$ cat src/design/ttb_pkg.sv
package ttb_pkg;

   localparam int NUM_TIMERS = 8;
   localparam int IDX_W      = 3;
   localparam int TIME_W     = 32;
   localparam int KIND_W     = 3;
   localparam int REQ_DATA_W = 40;
   localparam int RSP_DATA_W = 72;

   localparam logic [KIND_W-1:0] REQ_TICK  = 3'd0;
   localparam logic [KIND_W-1:0] REQ_START = 3'd1;
   localparam logic [KIND_W-1:0] REQ_CHECK = 3'd2;
   localparam logic [KIND_W-1:0] REQ_STOP  = 3'd3;
   localparam logic [KIND_W-1:0] REQ_READ  = 3'd4;

   typedef struct packed {
      logic             start_we;
      logic             dur_we;
      logic [IDX_W-1:0] addr;
   } ttb_wr_type;

endpackage

$ cat src/design/timeout_timer_bank.sv
// Bank of eight timeouts sharing one 32-bit wrapping time base. A word on
// req_ carries a request kind in tuser (tick, start, check, stop, read
// elapsed) and a timer index and duration in tdata; every word gives exactly
// one rsp_ word with timed_out, elapsed, was_running and the time base after
// the request. Start times and durations live in a synchronous memory with a
// registered read: the accept cycle issues the read, and the EXEC state
// computes, then writes back and loads the output register once that is free
// or draining. No new word is taken until the result is loaded; a stalled
// output holds the request in EXEC. Reset clears the time base and marks
// every timer stopped at start time zero.
module timeout_timer_bank (
   input  logic                             clock,
   input  logic                             reset,
   input  logic                             req_tvalid,
   output logic                             req_tready,
   // timer select, duration, zero pad
   input  logic [ttb_pkg::REQ_DATA_W-1:0]   req_tdata,
   // req_type
   input  logic [ttb_pkg::KIND_W-1:0]       req_tuser,
   output logic                             rsp_tvalid,
   input  logic                             rsp_tready,
   // timed_out, elapsed, was_running, time_report, zero pad
   output logic [ttb_pkg::RSP_DATA_W-1:0]   rsp_tdata
);
   import ttb_pkg::*;

   typedef enum logic [1:0] {
      S_IDLE = 2'b01,
      S_EXEC = 2'b10
   } state_type;

   state_type             state_ff, state_in;
   logic [TIME_W-1:0]     time_ff, time_in;
   logic [KIND_W-1:0]     kind_ff;
   logic [IDX_W-1:0]      idx_ff;
   logic [TIME_W-1:0]     dur_ff;
   logic                  rsp_valid_ff, rsp_valid_in;
   logic [RSP_DATA_W-1:0] rsp_data_ff;

   logic                  accept;
   logic                  fire;
   logic                  idx_ok;
   logic [TIME_W-1:0]     start_q;
   logic [TIME_W-1:0]     dur_q;
   logic [TIME_W-1:0]     el;
   logic                  running;
   logic                  timed_out;
   logic [TIME_W-1:0]     elapsed;
   ttb_wr_type            wr;
   logic [TIME_W-1:0]     dur_wdata;

   assign req_tready = (state_ff == S_IDLE);
   assign accept     = req_tvalid && req_tready;
   assign fire       = (state_ff == S_EXEC) && (!rsp_valid_ff || rsp_tready);

   ttb_store u_store (
      .clock   (clock),
      .reset   (reset),
      .rd_en   (accept),
      .rd_addr (req_tdata[IDX_W-1:0]),
      .start_q (start_q),
      .dur_q   (dur_q),
      .wr      (wr),
      .start_d (time_ff),
      .dur_d   (dur_wdata)
   );

   assign idx_ok  = {1'b0, idx_ff} < (IDX_W + 1)'(NUM_TIMERS);
   assign el      = time_ff - start_q;
   assign running = idx_ok && (dur_q != '0);

   always_comb begin
      timed_out = 1'b0;
      elapsed   = '0;
      wr        = '{start_we: 1'b0, dur_we: 1'b0, addr: idx_ff};
      dur_wdata = dur_ff;
      if (idx_ok) begin
         case (kind_ff)
            REQ_START: begin
               wr.start_we = fire;
               wr.dur_we   = fire;
            end
            REQ_CHECK: begin
               elapsed   = el;
               timed_out = el > dur_q;
            end
            REQ_STOP: begin
               elapsed   = el;
               wr.dur_we = fire && running;
               dur_wdata = '0;
            end
            REQ_READ: begin
               elapsed = el;
            end
            default: begin
            end
         endcase
      end
   end

   always_comb begin
      state_in = state_ff;
      time_in  = time_ff;
      case (state_ff)
         S_IDLE: begin
            if (accept) begin
               state_in = S_EXEC;
               if (req_tuser == REQ_TICK) begin
                  time_in = time_ff + 1'b1;
               end
            end
         end
         S_EXEC: begin
            if (fire) begin
               state_in = S_IDLE;
            end
         end
         default: begin
            state_in = S_IDLE;
         end
      endcase
   end

   always_comb begin
      rsp_valid_in = rsp_valid_ff;
      if (fire) begin
         rsp_valid_in = 1'b1;
      end else if (rsp_tready) begin
         rsp_valid_in = 1'b0;
      end
   end

   always_ff @(posedge clock) begin
      if (reset) begin
         state_ff     <= S_IDLE;
         time_ff      <= '0;
         rsp_valid_ff <= 1'b0;
      end else begin
         state_ff     <= state_in;
         time_ff      <= time_in;
         rsp_valid_ff <= rsp_valid_in;
      end
   end

   always_ff @(posedge clock) begin
      if (accept) begin
         kind_ff <= req_tuser;
         idx_ff  <= req_tdata[IDX_W-1:0];
         dur_ff  <= req_tdata[IDX_W +: TIME_W];
      end
      if (fire) begin
         rsp_data_ff <= {(RSP_DATA_W - 2 * TIME_W - 2)'(0), time_ff, running,
                         elapsed, timed_out};
      end
   end

   assign rsp_tvalid = rsp_valid_ff;
   assign rsp_tdata  = rsp_data_ff;

`ifndef NO_ASSERTIONS
   a_tick_advances: assert property (@(posedge clock) disable iff (reset)
      accept && (req_tuser == REQ_TICK) |=> time_ff == $past(time_ff) + 1'b1)
      else $error("time base did not advance on tick");

   a_time_holds: assert property (@(posedge clock) disable iff (reset)
      !(accept && (req_tuser == REQ_TICK)) |=> $stable(time_ff))
      else $error("time base moved without tick");

   a_fire_loads: assert property (@(posedge clock) disable iff (reset)
      fire |=> rsp_tvalid && (rsp_tdata[65:34] == $past(time_ff)))
      else $error("result word not loaded with time base");

   a_timeout_elapsed: assert property (@(posedge clock) disable iff (reset)
      rsp_tvalid && rsp_tdata[0] |-> rsp_tdata[32:1] != '0)
      else $error("timeout reported with zero elapsed time");
`endif

endmodule

$ cat src/design/ttb_store.sv
module ttb_store (
   input  logic                          clock,
   input  logic                          reset,
   input  logic                          rd_en,
   input  logic [ttb_pkg::IDX_W-1:0]     rd_addr,
   output logic [ttb_pkg::TIME_W-1:0]    start_q,
   output logic [ttb_pkg::TIME_W-1:0]    dur_q,
   input  ttb_pkg::ttb_wr_type           wr,
   input  logic [ttb_pkg::TIME_W-1:0]    start_d,
   input  logic [ttb_pkg::TIME_W-1:0]    dur_d
);
   import ttb_pkg::*;

   logic [TIME_W-1:0]     start_mem [NUM_TIMERS];
   logic [TIME_W-1:0]     dur_mem   [NUM_TIMERS];
   logic [NUM_TIMERS-1:0] vld_ff;
   logic [NUM_TIMERS-1:0] vld_in;
   logic [TIME_W-1:0]     start_rd_ff;
   logic [TIME_W-1:0]     dur_rd_ff;
   logic                  vld_rd_ff;

   always_comb begin
      vld_in = vld_ff;
      if (wr.start_we) begin
         vld_in[wr.addr] = 1'b1;
      end
   end

   always_ff @(posedge clock) begin
      if (reset) begin
         vld_ff <= '0;
      end else begin
         vld_ff <= vld_in;
      end
   end

   always_ff @(posedge clock) begin
      if (wr.start_we) begin
         start_mem[wr.addr] <= start_d;
      end
      if (wr.dur_we) begin
         dur_mem[wr.addr] <= dur_d;
      end
   end

   always_ff @(posedge clock) begin
      if (rd_en) begin
         start_rd_ff <= start_mem[rd_addr];
         dur_rd_ff   <= dur_mem[rd_addr];
         vld_rd_ff   <= vld_ff[rd_addr];
      end
   end

   // never-written entries read as zero
   assign start_q = vld_rd_ff ? start_rd_ff : '0;
   assign dur_q   = vld_rd_ff ? dur_rd_ff : '0;

endmodule

$ cat config.mk
export PLATFORM = sky130hd
export DESIGN_NAME = timeout_timer_bank
export DESIGN_NICKNAME = d
export VERILOG_FILES = /design/src/design/ttb_pkg.sv /design/src/design/timeout_timer_bank.sv /design/src/design/ttb_store.sv
export SDC_FILE = /design/constraint.sdc
export NUM_CORES = 1
export LEC_CHECK = 0
export ABC_AREA = 0
export ABC_CLOCK_PERIOD_IN_PS = 6900
export BUFFER_PORTS_ARGS = -buffer_cell sky130_fd_sc_hd__buf_2
export CAP_MARGIN = 20
export CORE_UTILIZATION = 40
export CTS_BUF_LIST = sky130_fd_sc_hd__clkbuf_4
export CTS_CLUSTER_DIAMETER = 80
export CTS_CLUSTER_SIZE = 25
export DETAILED_ROUTE_END_ITERATION = 8
export SYNTH_ARGS = -nofsm -noshare
export SYNTH_HDL_FRONTEND = slang
export SYNTH_SLANG_ARGS = --single-unit
$ cat constraint.sdc
create_clock -name clock -period 6.9 [get_ports clock]
set_clock_uncertainty 0.15 [all_clocks]
set_input_delay 0.69 -clock clock [delete_from_list [all_inputs] [get_ports clock]]
set_output_delay 0.69 -clock clock [all_outputs]
set_load 0.01 [all_outputs]
Word-level counts from Yosys, hierarchy flattened
Memory sizes are Yosys's and may differ from the RTL's. A register that Yosys moved wholly into a read port is not among the register bits.
Index checks and enable logic that the tools add are counted.
Storage, ports and cells
  input bits: 47
  memories: 2
  bits in writable memories: 512
  register bits: 148
  output and inout bits: 74
  logic and storage cells: 58
Memories
  u_store.dur_mem: depth 8, width 32, read ports 1, clocked after Yosys merged registers in 1, write ports 1, line ttb_store.sv:15  | logic [TIME_W-1:0] dur_mem [NUM_TIMERS];
  u_store.start_mem: depth 8, width 32, read ports 1, clocked after Yosys merged registers in 1, write ports 1, line ttb_store.sv:14  | logic [TIME_W-1:0] start_mem [NUM_TIMERS];
Cells by class
  eq/ne operators: 8
  bitwise logic cells: 1
  multiplexer cells: 18
  reduce and logical (&&, ||, !) cells: 12
  order comparisons: 4
  add/subtract/negate cells: 2
Operators by type and width (number)
  two-way mux 32 bit: 3
  adder 32 x 1 -> 32 bit, second input constant: 1
  > comparator 32 bit: 1
  nonzero test 32 bit: 1
  subtractor 32 bit: 1
  two-way mux 1 bit: 9
  less-than comparator 3 x 4 -> 1 bit, second input constant: 2
  OR 8 bit: 1
  == test 3 x 2 -> 1 bit, second input constant: 2
  logical AND 1 bit: 4
  two-way mux 2 bit: 2
  case mux 2 bit (2 select lines): 1
  binary-select mux 1 bit (select 3 bit): 1
  demux 1 bit (select 3 bit): 1
  == test 3 x 1 -> 1 bit, second input constant: 1
  == test 3 bit, second input constant: 1
  greater-or-equal comparator 3 x 1 -> 1 bit, second input constant: 1
  zero test 3 bit: 1
  AND reduction 3 bit: 1
  OR reduction 3 bit: 1
  == test 2 x 1 -> 1 bit, second input constant: 1
  == test 2 bit, second input constant: 1
  inequality test 2 x 1 -> 1 bit, second input constant: 1
  inequality test 2 bit, second input constant: 1
  other kinds (5): 5

Longest topological paths before layout
  depth in word-level cells: 7
  depth in mapped cells: 19

By module
A second synthesis with hierarchy kept.
Unflattened totals
  cell total of the unflattened synthesis: 1748
  area, all modules: 30125.1 um2
Modules (own cells, without submodules)
  ttb_store: area each 22047.4 um2, times used 1, cells each 936, sequential area each 17486.8 um2
  timeout_timer_bank: area each 8077.7 um2, times used 1, cells each 812, sequential area each 3823.7 um2

Worst setup path after synthesis
Ideal clock, no wire load.
  path kind: input port to flip-flop
  from: in rsp_tready
  to: mem u_store.start_mem[0][0] (enable)
  setup slack: -0.351 ns
  cell stages on the path: 5
  arrival time: 6.640 ns
  library setup time: 0.461 ns
  path through: nor2b_1 nor2b_1 and3_1 nand2b_1 nor3_1
Between the ends
  longest elaborated chain between the ends: 5
Ends and longest elaborated chain
  from (decl): line timeout_timer_bank.sv:21  | input logic rsp_tready,
  logical OR 1 bit: line timeout_timer_bank.sv:54  | assign fire = (state_ff == S_EXEC) && (!rsp_valid_ff || rsp_tready);
  logical AND 1 bit: line timeout_timer_bank.sv:54
  net fire: line timeout_timer_bank.sv:41  | logic fire;
  two-way mux 1 bit: line timeout_timer_bank.sv:78  | case (kind_ff)
  two-way mux 1 bit: line ttb_store.sv:38  | if (wr.start_we) begin
  two-way mux 1 bit (implied by the code): line ttb_store.sv:39  | start_mem[wr.addr] <= start_d;
  to (decl): line ttb_store.sv:14
The timed path passes the listed nets, and every way through them passes these cells.

Final worst setup path
  from: reg u_store.vld_rd_ff
  to: reg rsp_data_ff[0] (netlist: rsp_tdata[0]), data pin
Between the ends
  longest elaborated chain between the ends: 3
Ends and longest elaborated chain
  from (decl): line ttb_store.sv:20  | logic vld_rd_ff;
  from (signal assigned): line ttb_store.sv:50  | vld_rd_ff <= vld_ff[rd_addr];
  two-way mux 32 bit: line ttb_store.sv:55  | assign start_q = vld_rd_ff ? start_rd_ff : '0;
  subtractor 32 bit: line timeout_timer_bank.sv:69  | assign el = time_ff - start_q;
  net el[31]: line timeout_timer_bank.sv:45  | logic [TIME_W-1:0] el;
  > comparator 32 bit: line timeout_timer_bank.sv:85  | timed_out = el > dur_q;
  to (signal assigned): line timeout_timer_bank.sv:152  | rsp_data_ff <= {(RSP_DATA_W - 2 * TIME_W - 2)'(0), time_ff, running,
  to (decl): line timeout_timer_bank.sv:38  | logic [RSP_DATA_W-1:0] rsp_data_ff;
The timed path passes the listed nets, and every way through them passes these cells.
A chain may end at the register's enable or synchronous reset.

==> impl_metrics.py <==
metrics = {
    "outcome": {
        "status": "finished, violations left",
        "failed_checks": "design-rule violations",
    },
    "logic_synthesis": {
        "syn_inst": 1702,
        "synth_compound_area_frac": 0.0363,
        "synth_xor_area_frac": 0.0162,
        "ys_async_sr_fraction": 0,
        "synthAdderAreaFrac": 0.0275,
        "synthMuxAreaShare": 0.126,
        "yosys_warnings": 0,
        "synth_cell_types": 66,
        "synth_area_per_cell_um2": 17.5,
        "synth_simple_gate_area_frac": 0.0646,
        "syn_area_mm2": 0.0298,
        "synth_edf_count": 681,
        "ys_seq_elements": 724,
        "ys.flop_type": "edfxtp_1",
        "ys_seq_area_frac": 0.715,
        "synth_top_family_by_area": "multiplexers",
    },
    "global_routing": {
        "grt_usage": 0.172,
        "grt_pass1_vias": 15400,
        "grt_max_degree": 76,
        "antenna_found_initial": 2,
        "grt_pass1_wl_um": 96600,
        "grt_overflow": 0,
    },
    "detailed_routing": {
        "wl_per_cell_um": 22.8,
        "vias": 15300,
        "ant_nets": 0,
        "routed_wl_um": 64400,
        "remaining_drc_errors": 18,
        "first_iter_violations": 1390,
        "viasPerCell": 5.42,
        "dr.pass1.iters": 8,
    },
    "sta": {
        "finalCritPeriodShare": 0.764,
        "hold_viol": 0,
        "worst_pin_slew_ps": 1040,
        "rsz0062_at_grt": "false",
        "fin_hold_ws_ps": 232,
        "drv_slew": 0,
        "max-slew-margin-rel": 0.307,
        "tns_ps": 0,
        "setup-violations-final": 0,
        "worst_slack_ps": 1630,
        "min_period_ps": 5270,
        "max_freq_ghz": 0.190,
    },
    "cts": {
        "clkTransAtPathRegs_ps": 230,
        "postCtsSetupBuffers": 0,
        "clk_latency_ps": 840,
        "cts_sinks": 724,
        "cts-root-buf": "clkbuf_4",
        "htree_levels": 2,
        "cts_made_buffers": 38,
        "cts_tree": "done",
        "ctsLongestPathBuffers": 3,
    },
    "finish": {
        "drive_above_1_share": 0.226,
        "area_growth_pct": 8.87,
        "design_area_mm2": 0.0325,
        "fin_nets": 1949,
    },
    "critical_path": {
        "worstPathRequired_ps": 7340,
        "worstPathArrival_ps": 5710,
        "slowest_stage": "edfxtp_1",
        "path_max_fanout": 21,
        "start_kind": "flop",
        "ff2ff_path_depth": 15,
        "crit_chain": "nand2_1 > ha_1 > nor2b_1 > o2111a_1 > o21ai_0 > a211oi_1 > a41oi_1 > xnor2_1 > ha_1 > nand4_1 > or2_2 > nor3_1 > nand2_1 > nand3b_1 > a21oi_1",
        "max_stage_delay_ps": 950,
        "crit_path_end_kind": "flop",
        "rrSetupSlack_ps": 1630,
        "path_depth": 15,
        "cp_top_family": "simple AND/OR/NAND/NOR gates",
        "crit_buf_inv": 0,
        "path_class": "flop to flop",
    },
    "floorplanning": {
        "coreArea_mm2": 0.0733,
        "dieHeight_um": 275,
        "die_w_um": 275,
        "dieArea_mm2": 0.0756,
        "rows": 99,
        "start_util": 0.407,
        "ioPinCount": 121,
    },
    "power_and_ir_drop": {
        "power_density_mw_per_mm2": 217,
        "irDropWorstVdd_mv": 0.114,
        "power.leakage_nw": 9.91,
    },
    "job": {
        "drv_cap": 0,
    },
    "place": {
        "dpl-instance-area_mm2": 0.0315,
        "dp_slack_ps": 1650,
        "place_congestion": 0.861,
        "port_buffers": 109,
        "hpwl_um": 38600,
    },
    "worst_hold_path": {
        "hold_depth": 1,
        "hold_path_class": "input port to flop",
    },
}
[through the flow]
stage | power [mW] | util | instances
6_report | 7.04 | 0.443 | 2824
5_1_grt | 7.30 | 0.443 | 2822
4_1_cts | 7.12 | 0.442 | 2820
3_5_place_dp | 5.43 | 0.430 | 2719
3_3_place_gp | 5.42 | 0.430 | 2719
2_1_floorplan | 5.27 | - | 1707
[synthesized netlist by cell type, types with 25 or more instances]
library cell,number,share of area
edfxtp_1,681,0.69
mux4_2,130,0.098
nand2_1,118,0.015
nor2_1,90,0.011
mux2_2,65,0.025
ha_1,64,0.027
and2_1,60,0.013
clkbuf_1,59,0.0074
a21oi_1,49,0.0082
dfxtp_1,43,0.029
xor2_1,30,0.0088
o21ai_0,29,0.0049
a21o_1,27,0.0068
nand4_1,27,0.0057
xnor2_1,25,0.0073
[cells by family after synthesis]
kind of cell	count (synthesis)
AOI/OAI and AO/OA	159
xor gates and xnor gates	55
adders and majority gates	65
buffers and inverters	98
DFF	724
muxes	206
other	1
and+or+nand+nor	394
[state kept, by name, indices dropped and copies added (netlist names)]
name	count
u_store.start_rd_ff	32
u_store.dur_mem	256
time_ff	32
u_store.start_mem	256
kind_ff	3
rsp_tvalid	1
dur_ff	32
state_ff	2
u_store.dur_rd_ff	32
idx_ff	3
u_store.vld_rd_ff	1
rsp_tdata	66
u_store.vld_ff	8
[path summary, 6_finish.rpt]
kind / start / end
min reg2reg: u_store.vld_ff[5] / u_store.vld_ff[5]
max reg2reg: u_store.vld_rd_ff / rsp_tdata[0]
max: u_store.vld_rd_ff / rsp_tdata[0]
min: req_tdata[2] / idx_ff[2]
[area by class of cell]
cell class / instances / area [um2]
fill: 6392 / 40900
sequential: 724 / 21300
multi-input combinational: 885 / 8190
tap: 959 / 1200
timing repair buffer: 172 / 1150
clock buffer: 52 / 390
clock inverter: 13 / 153
inverter: 16 / 60.1
antenna: 3 / 7.51
[metal layers]
layer | share of wire | vias to the layer above | GRT usage | wire, um
met5 | 0 | - | 0 | 0
met4 | 0.016 | 0 | 0.0353 | 999
met1 | 0.46 | 7953 | 0.251 | 29700
met2 | 0.48 | 346 | 0.278 | 30700
li1 | - | 6934 | - | -
met3 | 0.046 | 60 | 0.0208 | 2980
[cell usage in the layout (no fill, tap or decap), drive strengths merged, types with 3 or more instances in the layout]
master       instances
edfxtp             681
buf                135
mux4               130
nand2              118
nor2                90
mux2                65
ha                  64
and2                60
clkbuf              53
a21oi               51
dfxtp               43
dlygate4sd3         36
xor2                30
o21ai               30
a21o                28
nand4               27
xnor2               25
nor3                21
inv                 21
nand3               19
nor4                14
nor2b               13
nand2b              11
mux2i               11
o21a                 8
a211oi               7
conb                 6
a31oi                5
or3                  5
and3                 5
and4                 5
a21boi               4
o31ai                4
clkinv               4
diode                3
clkinvlp             3
[what timing repair did]
item	in CTS	in global routing
setup endpoints to repair	0	0
hold buffers	36	0
hold endpoints to repair	38	0
resized for setup	0	0
[report_power, final]
| part | internal [mW] | leakage, nW | switching [mW] |
|---|---|---|---|
| Clock | 0.420 | 0.304 | 1.28 |
| Combinational | 0.182 | 3.62 | 0.282 |
| Sequential | 4.85 | 5.98 | 0.0326 |
| Total | 5.45 | 9.91 | 1.59 |
(Power assumes the default switching activity.)
